**src/rtl/diga_pkg.sv**
```systemverilog
package diga_pkg;

   localparam int IDX_W           = 10;
   localparam int KEY_W           = 32;
   localparam int VAL_W           = 32;
   localparam int CNT_W           = 31;
   localparam int TABLE_DEPTH_DEF = 1024;
   localparam int QUEUE_DEPTH     = 2;

   localparam logic [CNT_W-1:0] COUNT_MAX = {CNT_W{1'b1}};
   localparam logic [CNT_W-1:0] COUNT_ONE = CNT_W'(1);

   localparam logic KIND_ACC  = 1'b0;
   localparam logic KIND_READ = 1'b1;

   // one queued operation, already classified by the front end
   typedef struct packed {
      logic                    is_read;
      logic                    in_range;
      logic [IDX_W-1:0]        idx;
      logic [KEY_W-1:0]        key;
      logic signed [VAL_W-1:0] value;
   } cmd_type;

   // one table slot as held in the RAM
   typedef struct packed {
      logic                    occupied;
      logic [KEY_W-1:0]        key;
      logic [CNT_W-1:0]        count;
      logic signed [VAL_W-1:0] sum;
      logic signed [VAL_W-1:0] vmin;
      logic signed [VAL_W-1:0] vmax;
   } entry_type;

   typedef struct packed {
      logic [IDX_W-1:0] idx;
      entry_type        slot;
   } rsp_type;

endpackage

```
**src/rtl/diga_fifo.sv**
```systemverilog
module diga_fifo #(
   parameter int WIDTH = 8,
   parameter int DEPTH = diga_pkg::QUEUE_DEPTH
) (
   input  logic             clock,
   input  logic             reset,
   input  logic             push,
   input  logic [WIDTH-1:0] push_data,
   input  logic             pop,
   output logic [WIDTH-1:0] pop_data,
   output logic             full,
   output logic             empty
);

   localparam int PW = $clog2(DEPTH);
   localparam int CW = $clog2(DEPTH + 1);
   localparam logic [PW-1:0] LAST_PTR = PW'(DEPTH - 1);
   localparam logic [CW-1:0] FULL_CNT = CW'(DEPTH);

   logic [WIDTH-1:0] store_ff [DEPTH];
   logic [PW-1:0]    wr_ptr_ff, wr_ptr_in;
   logic [PW-1:0]    rd_ptr_ff, rd_ptr_in;
   logic [CW-1:0]    cnt_ff, cnt_in;
   logic             do_push, do_pop;

   assign full     = (cnt_ff == FULL_CNT);
   assign empty    = (cnt_ff == '0);
   assign do_push  = push && !full;
   assign do_pop   = pop && !empty;
   assign pop_data = store_ff[rd_ptr_ff];

   always_comb begin
      wr_ptr_in = wr_ptr_ff;
      rd_ptr_in = rd_ptr_ff;
      cnt_in    = cnt_ff;
      if (do_push) begin
         wr_ptr_in = (wr_ptr_ff == LAST_PTR) ? '0 : wr_ptr_ff + PW'(1);
      end
      if (do_pop) begin
         rd_ptr_in = (rd_ptr_ff == LAST_PTR) ? '0 : rd_ptr_ff + PW'(1);
      end
      if (do_push && !do_pop) begin
         cnt_in = cnt_ff + CW'(1);
      end else if (do_pop && !do_push) begin
         cnt_in = cnt_ff - CW'(1);
      end
   end

   always_ff @(posedge clock) begin
      if (reset) begin
         wr_ptr_ff <= '0;
         rd_ptr_ff <= '0;
         cnt_ff    <= '0;
      end else begin
         wr_ptr_ff <= wr_ptr_in;
         rd_ptr_ff <= rd_ptr_in;
         cnt_ff    <= cnt_in;
      end
   end

   always_ff @(posedge clock) begin
      if (do_push) begin
         store_ff[wr_ptr_ff] <= push_data;
      end
   end

endmodule

```
**config.mk**
```make
export PLATFORM = sky130hd
export DESIGN_NAME = diga_fifo
export DESIGN_NICKNAME = d
export VERILOG_FILES = /design/src/rtl/diga_pkg.sv /design/src/rtl/diga_fifo.sv
export SDC_FILE = /design/constraint.sdc
export NUM_CORES = 1
export LEC_CHECK = 0
export BUFFER_PORTS_ARGS = -buffer_cell sky130_fd_sc_hd__clkbuf_2
export CAP_MARGIN = 10
export CORE_ASPECT_RATIO = 0.7
export CORE_MARGIN = 2
export CORE_UTILIZATION = 36
export DETAILED_ROUTE_END_ITERATION = 8
export PLACE_DENSITY = 0.71
export SLEW_MARGIN = 5
export SYNTH_ARGS = -nofsm -noshare
export SYNTH_HDL_FRONTEND = slang
export SYNTH_SLANG_ARGS = --single-unit
```
**constraint.sdc**
```tcl
create_clock -name clock -period 1.6 [get_ports clock]
set_input_delay 0.32 -clock clock [delete_from_list [all_inputs] [get_ports clock]]
set_output_delay 0.32 -clock clock [all_outputs]
set_load 0.05 [all_outputs]
```
# After elaboration in Yosys (flattened, before gate mapping)

Memory sizes are Yosys's and may differ from the RTL's. A register that Yosys moved wholly into a read port is not among the register bits.
Cells that the tools add are included.

Input bits: 12
Output and inout port bits: 10
Memory bits (writable): 16
Logic and storage cells: 27
Bits in registers: 4
Memories: 1

$add $sub $neg: 4
Reduce and logical (&&, ||, !) cells: 10
Equal/unequal tests: 1
Muxes and demuxes: 8

Memories:

| memory   | words | bits a word | rd ports | clocked after memory_dff | write ports | RTL line        | source |
|---|---|---|---|---|---|---|---|
| store_ff | 2     | 8           | 1        | 1                        | 1           | diga_fifo.sv:20 | `logic [WIDTH-1:0] store_ff [DEPTH];` |

Operators by type and width:

| kind                                                                | number |
|---|---|
| 1-bit 2-to-1 mux                                                    | 6 |
| 1-bit logical AND                                                   | 4 |
| 1-bit zero test                                                     | 4 |
| 2-bit 2-to-1 mux                                                    | 2 |
| 1-bit adder (second input constant)                                 | 2 |
| 2-bit by 1-bit adder with 2-bit output (second input constant)      | 1 |
| 2-bit equality test (second input constant)                         | 1 |
| 2-bit zero test                                                     | 1 |
| 2-bit nonzero test                                                  | 1 |
| 2-bit by 1-bit subtractor with 2-bit output (second input constant) | 1 |

# Depth between registers and ports, before layout

Gate-level depths: netlist of run 1.

Word-level depth: 7
Mapped depth: 6
Gate-level depth less buffers: 6

# Worst setup path after synthesis of run 1

Ideal clock, no wire load.

Path kind: flip-flop to flip-flop
Start: reg cnt_ff[1]
End: reg cnt_ff[1]
Slack: -0.243 ns
Library setup time: 0.070 ns
Arrival: 1.773 ns
Required time: 1.530 ns
Stages on the path, launching flop included: 6
Period minus slack after synthesis: 1.843 ns
Path buffers: 0
Cell sequence: dfxtp_1 -> nor2b_2 -> nor2_1 -> ha_1 -> or3_1 -> a21oi_1

Longest elaborated chain between the ends: 6
Elaborated cells on any way between the ends: 15
Classes of those cells: 2 x add/sub; 1 x eq/ne; 2 x mux; 10 x reduce/logical

Ends and longest elaborated chain:

| what                                | RTL line        | source |
|---|---|---|
| start: declaration                  | diga_fifo.sv:23 | `logic [CW-1:0] cnt_ff, cnt_in;` |
| start signal: assignment            | diga_fifo.sv:57 | `cnt_ff <= cnt_in;` |
| 2-bit equality test *               | diga_fifo.sv:26 | `assign full = (cnt_ff == FULL_CNT);` |
| via full                            | diga_fifo.sv:11 | `output logic full,` |
| 1-bit zero test *                   | diga_fifo.sv:28 | `assign do_push = push && !full;` |
| 1-bit logical AND *                 | diga_fifo.sv:28 |  |
| 1-bit zero test                     | diga_fifo.sv:44 | `end else if (do_pop && !do_push) begin` |
| 1-bit logical AND                   | diga_fifo.sv:44 |  |
| 2-bit nonzero test (no source line) | -               |  |

Mark *: on every way through the listed nets, which the timed path passes. The rest lies on a longest branch. The select of a mux whose other input is x is not followed.
A chain may end at the register's enable or synchronous reset.

==> results of run 1 <==
==> Yosys cell counts, drive strengths merged <==
library cell and n:
edfxtp 16, mux2 8, dfxtp 5, nor2 5, o21ai 3, xor2 3, a21oi 2, inv 2
or3 2, and2 1, buf 1, ha 1, nor2b 1
==> final timing paths <==
path	start	endpoint	slack, ps	cells after the start
worst max-delay path	flop	pop_data[6]	30	2
worst min-delay path	push_data[4]	store_ff[1][4]$_DFFE_PP_	200	1
worst max register to register	cnt_ff[1]$_SDFFE_PP0P_	cnt_ff[1]$_SDFFE_PP0P_	120	5
worst min register to register	wr_ptr_ff$_SDFFE_PP0N_	wr_ptr_ff$_SDFFE_PP0N_	500	2
==> layout by cell type, fill, tap and decap left out, types with 2 or more instances in the layout <==
master    count
a21oi_1       2
buf_8         8
clkbuf_2     13
clkbuf_4      3
dfxtp_1       2
dfxtp_2       2
edfxtp_1     16
inv_1         2
mux2_2        8
nor2_1        5
o21ai_0       2
or3_1         2
xor2_1        3
==> critical path, stage by stage, from the launching register on <==
cell and delay (ps):
dfxtp_4 430, mux2_2 370, buf_8 150
==> layer usage <==
layer,wire [um],track usage [%],vias to the layer above
met2,561,15.22,18
li1,-,-,230
met5,0,0,-
met4,0,1.333,0
met1,528,12.35,221
met3,111,7.317,0
==> layout make-up <==
cell class / count / share of cell area [%]
sequential: 21 / 55.77
inverter: 2 / 0.7134
multi-input combinational: 26 / 19.50
tap: 32 / 3.805
clock inverter: 1 / 0.4756
clock buffer: 3 / 2.140
timing repair buffer: 21 / 17.60
==> kinds of logic after synthesis <==
kind of cell / Yosys count / share of synthesized area [%]
AND/OR/NAND/NOR: 9 / 5.837
adder cells (fa/ha/maj): 1 / 1.577
AO/OA/AOI/OAI: 5 / 3.154
multiplexers: 8 / 11.36
flip-flops: 21 / 73.19
buffers and inverters: 3 / 1.577
XOR/XNOR: 3 / 3.313
==> timing repair <==
item                                    CTS  global route
resized for setup                        18             9
endpoints found under the setup margin    8             9
pin swaps                                 0             0
==> per-stage QoR <==
step           area (um^2)  TNS [ps]
2_1_floorplan        800.8    -23.35
3_3_place_gp         940.9         0
3_5_place_dp         940.9         0
4_1_cts               1042         0
5_1_grt               1052    -105.9
6_report              1052         0
==> sequential cells by signal, indices dropped and copies added, names as in the netlist, named ones only <==
signal	cells
rd_ptr_ff	1
cnt_ff	2
wr_ptr_ff	1
store_ff	16
==> power by group through the flow <==
stage | sequential (uW) | clock (uW) | combinational (uW)
4_1_cts | 785 | 253 | 835
6_report | 783 | 247 | 877
5_1_grt | 793 | 284 | 922
3_5_place_dp | 791 | 0 | 723
2_1_floorplan | 751 | 0 | 617
3_3_place_gp | 786 | 0 | 715
==> results.txt, run 1 <==
The effective utilization at floorplan came out at 37.43%. From synthesis to final layout, the design area changed by 32.65%. Fill cells in the final layout number 189. Measured against its own limit, the worst slew margin works out to 73.82%. The clock arrives with 2.116 ps of skew.

The number of routed nets with antenna violations came out at 0. The floorplan has 14 rows. The fraction of power consumed by sequential logic came out at 41.1%. The placer congestion estimate is 0.7248. The iteration count of the initial detailed-routing pass is 4. The max-slew violation total from the final report came out at 0. The tree is rooted in a clkbuf_4.

The final cell utilization of the core came out at 49.65%. The switching power is 755.1 uW. The final setup violation count came out at 0. At the worst endpoint, the required time is 1280 ps.

Sorting the synthesized cells by area gives the leading types as edfxtp_1 (61%), dfxtp_1 (13%), mux2_2 (11%). The overall power after layout is 1907 uW. The number of DRC violations after detailed routing is 0.

The largest fanout on the critical path came out at 8. The number of nets in the layout came out at 88. After detailed placement, the design holds a cell count of 102. The post-layout instance count excluding filler cells came out at 106. For this design the static power due to leakage is 0.0004143 uW. The arrival time at the worst endpoint came out at 1250 ps. The via count of the routed design is 469. The clock insertion delay at the later pin of the skew report came out at 300 ps. The slew at the pin with the worst max-slew slack is 392.8 ps. Of the total power, the share spent switching nets is 39.59%. The average vias per placed instance is 4.425. The I/O pin total is 22. The area share of the largest cell type after synthesis is 60.57%.

The final hold violation count is 0. TritonCTS built the clock tree. In this run the standard cell core region covers 2120 um^2.

Counting every net in the synthesized netlist gives 63. The synthesis-stage register bit count came out at 21. The count of input and output buffers came out at 21. The largest net degree at the start of global routing is 13. The number of clock sinks is 21.

The combinational share of power came out at 46.0%. The footprint of the multi-input gates is 205.2 um^2. Setup repair after global routing could not meet its margin everywhere. The min-delay analysis places its worst path in the category in -> reg. The achievable clock frequency is 0.6388 GHz. The final routed wirelength across all metal layers came out at 1.202 mm.

Max-cap violations in this run came to 0. The antenna cell count came out at 0. The final worst-path cycle share came out at 97.84%. The critical path is of the reg -> out type. The internal power of the cells totals 1152 uW. Hold repair after CTS inserted 0 buffers. The number of buffers added by the clock tree synthesis step came out at 3. The floorplan step defined a die boundary enclosing 2601 um^2. In the global route stage, overall resource usage came out at 10.22%.

In this run the number of H-tree levels came out at 1. The horizontal die dimension came out at 60.11 um. The post-synthesis instance area came out at 793.3 um^2. Across the whole layout, storage elements account for 586.8 um^2.

The average footprint of a synthesized cell came out at 15.87 um^2. The share of cells above drive strength 1 is 50.00%. The number of different library cells used by synthesis comes to 13.

The worst hold slack is 203.2 ps. The worst-case setup margin in the final layout came out at 34.52 ps. STA classifies the critical path endpoint as an output port. The starting DRC count in detailed routing is 6. The first global-routing pass estimated 1.814 mm of wire. The largest buffer count on any clock path came out at 2. The worst-case vdd ir drop came out at 0.8969 mV. The aggregate global routing overflow came out at 0. Before CTS, the worst setup slack after placement is 31.60 ps. For this design the ratio of total power to cell area is 1813 nW/um^2. STA classifies the critical path startpoint as a flop. The portion of the post-synthesis area used by sequential elements came out at 73.19%.

The initial antenna violation count was 0. After clock tree synthesis, the setup repair step added 0 buffers. The synthesis warning total came out at 0.

The average routed wire per standard cell came out at 11.34 um. The clock period minus worst slack is 1565 ps. The post-synthesis instance total is 50. The via count of the first global-routing pass was 422. Summed over all instances, the cell type with the most area after synthesis is edfxtp_1. The clock transition time at the flip-flop clock pins of the worst setup and hold paths came out at 110 ps. The run finished with clean final reports. The power share of the clock group came out at 13.0%.

The die height came out at 43.28 um.
No activity file was read; power rests on OpenSTA's default activity.
==> inputs of run 2 (changes only) <==
--- a/config.mk
+++ b/config.mk
@@ -7,11 +7,10 @@
 export LEC_CHECK = 0
 export BUFFER_PORTS_ARGS = -buffer_cell sky130_fd_sc_hd__clkbuf_2
 export CAP_MARGIN = 10
-export CORE_ASPECT_RATIO = 0.7
 export CORE_MARGIN = 2
-export CORE_UTILIZATION = 36
+export CORE_UTILIZATION = 45
 export DETAILED_ROUTE_END_ITERATION = 8
-export PLACE_DENSITY = 0.71
+export PLACE_DENSITY = 0.82
 export SLEW_MARGIN = 5
 export SYNTH_ARGS = -nofsm -noshare
 export SYNTH_HDL_FRONTEND = slang
==> run 2 against run 1 <==
Effect of this change:
- register-to-register slack is essentially flat
- sequential power grew 0.5%
- setup slack gained 8.1 ps
- clock skew grew 2.0 ps
- final area shrank 1.9%
- core utilization grew 11 points
- power shrank 0.37%
- sequential share of layout area grew 1.1 points
- critical path depth is the same
- critical endpoint is now pop_data[1]
- highest routed layer is now met4
==> results.txt, run 2 (synthesis results as in run 1) <==
Once the floorplan was initialized, standard cells occupied 46.96% of the core. The clock transition time at the flip-flop clock pins of the worst setup and hold paths is 100 ps. The combinational share of power is 46.3%. The largest fanout on the critical path came out at 8. The relative slew slack is 75.59%. The area added between synthesis and finish came out at 30.13%. In this run the clock root is driven by a clkbuf_4. The clock network is responsible for 12.3% of the overall power. The fraction of power consumed by sequential logic came out at 41.4%. The initial antenna violation count came out at 0. The first global-routing pass estimated 2.007 mm of wire. The total internal power is 1155 uW. After layout, the worst setup slack is 42.66 ps. The flip-flop count of the largest register after layout is 16. The number of nets in the layout came out at 90. The via count of the first global-routing pass is 473. The final routed wirelength across all metal layers came out at 1.305 mm. STA classifies the critical path endpoint as an output port.

The via count of the routed design is 475. The area of the placeable core is 1689 um^2. The element type at the critical path start is a flop. The type of the setup path with the least slack is reg -> out. The largest registers in the layout are store_ff: 16 flops, cnt_ff: 2 flops. The final hold violation count came out at 0.

The count of input and output buffers is 21. The antenna cell count came out at 0. The arrival time at the worst endpoint is 1240 ps. The minimum setup slack among reg-to-reg paths is 130 ps. Max-cap violations in this run came to 0. The max-slew violation total from the final report is 0. The largest buffer count on any clock path came out at 2.

The die is 45.99 um wide. The worst path in the final design needs a cycle of 1557 ps, including I/O delays and setup. The clock insertion delay at the later pin of the skew report is 290 ps. The share of cells above drive strength 1 is 50.00%. The slew at the pin with the worst max-slew slack came out at 366.2 ps. The number of DRC violations after detailed routing is 0.

The full die area is 2115 um^2. The number of clock sinks came out at 21. The number of buffers added by the clock tree synthesis step came out at 3. In this run the power density over the cells is 1841 nW/um^2.

Summed over all cells, the static leakage comes to 0.0004157 uW. The worst clock skew on the final layout came out at 4.163 ps. Setup violations remaining at the end of the flow were counted as 0. The H-tree level count is 1. Setup repair after global routing could not meet its margin everywhere. The switching power as a share of total power is 39.24%. The overall track demand over capacity in global routing came out at 14.19%. Using the TritonRoute via totals, the vias-per-cell ratio works out to 5.108. In this run the worst hold path is classified as in -> reg. The worst setup timing slack at the placement stage came out at 117.7 ps.

The floorplan has 15 rows. The aggregate global routing overflow came out at 0. The TritonCTS clock tree is yes.

The starting DRC count in detailed routing came out at 3. The achievable clock frequency is 0.6421 GHz. In the layout the commonest cells are edfxtp_1 (16), clkbuf_2 (13), mux2_2 (8), nor2_1 (5). The final worst-path cycle share came out at 97.33%. Data on the critical path is required at its endpoint by 1280 ps. The tightest hold path in the finished design has a slack of 214.3 ps. The die height is 45.99 um. The iteration count of the initial detailed-routing pass is 2.

The average routed wire per standard cell is 14.03 um. The most frequent standard cell in the layout excluding fill and tap cells is edfxtp_1. The analysis attributes to net switching a power of 745.7 uW.

The worst-case vdd ir drop is 1.219 mV. The detail route stage leaves a number of antenna-violating nets equal to 0. The register with the most flip-flops in the final layout is store_ff. At the end of routability-driven placement, the weighted congestion stood at 0.6448.

The run finished with clean final reports. Pin placement for this block handled 22 I/O pins. The largest net degree at the start of global routing came out at 12.
[run 2: changes by cell type in the layout (fill, tap and decap cells not counted)]
cell      before  now
buf_6          0    4
o21ai_1        1    0
clkbuf_1       0    1
buf_4          0    2
clkinv_2       1    0
buf_8          8    4
o21ai_0        2    3
[run 2: worst max-delay path, stage by stage (launching register included)]
cell	delay, ps
dfxtp_4	420
mux2_2	370
buf_8	150
[run 2: final cells by class]
cell class / instances / area [um^2]
fillers: 143 / 656.9
flip-flops and latches: 21 / 586.8
multi-input cells: 26 / 205.2
repair buffers: 23 / 185.2
clock buffers: 4 / 26.28
well taps: 17 / 21.27
inverters: 2 / 7.507
[run 2: metrics by stage]
step / util (%) / setup TNS (ps) / instance area, um^2 / std cells / total power (uW)
after detailed placement: 55.04 / 0 / 929.6 / 88 / 1536
after global placement: 55.04 / 0 / 929.6 / 88 / 1507
final: 61.11 / 0 / 1032 / 93 / 1900
after CTS: 59.48 / 0 / 1005 / 92 / 1847
after global routing: 61.11 / -13.90 / 1032 / 93 / 2010
after floorplan: - / -23.35 / 800.8 / 50 / 1368
[run 2: worst paths after layout]
path / startpoint / to / cells after the start
setup / recovery: flop / pop_data[1] / 2
hold / removal: push_data[5] / store_ff[1][5]$_DFFE_PP_ / 1
setup reg to reg: cnt_ff[0]$_SDFFE_PP0P_ / cnt_ff[1]$_SDFFE_PP0P_ / 4
hold reg to reg: wr_ptr_ff$_SDFFE_PP0N_ / wr_ptr_ff$_SDFFE_PP0N_ / 2
[run 2: timing repair]
| action | in CTS | in global routing |
|---|---|---|
| endpoints found under the setup margin | 8 | 9 |
| pin swaps | 0 | 1 |
| setup buffers | 0 | 1 |
| resized for setup | 14 | 12 |
| hold buffers | 0 | 0 |
| endpoints found under the hold margin | 0 | 0 |
[run 2: power by group through the flow]
stage | clock network (uW) | registers [uW] | logic [uW]
3_3_place_gp | 0 | 784 | 723
4_1_cts | 245 | 788 | 814
6_report | 234 | 787 | 880
3_5_place_dp | 0 | 794 | 741
2_1_floorplan | 0 | 751 | 617
5_1_grt | 270 | 800 | 939
[run 2: routing by layer]
metal  part of all wire (%)  vias up  track usage [%]
li1                       -      235                -
met1                     38      223            15.13
met2                     55       15            23.61
met3                    6.4        2            5.159
met4                   0.92        0            8.571
met5                      0        -                0
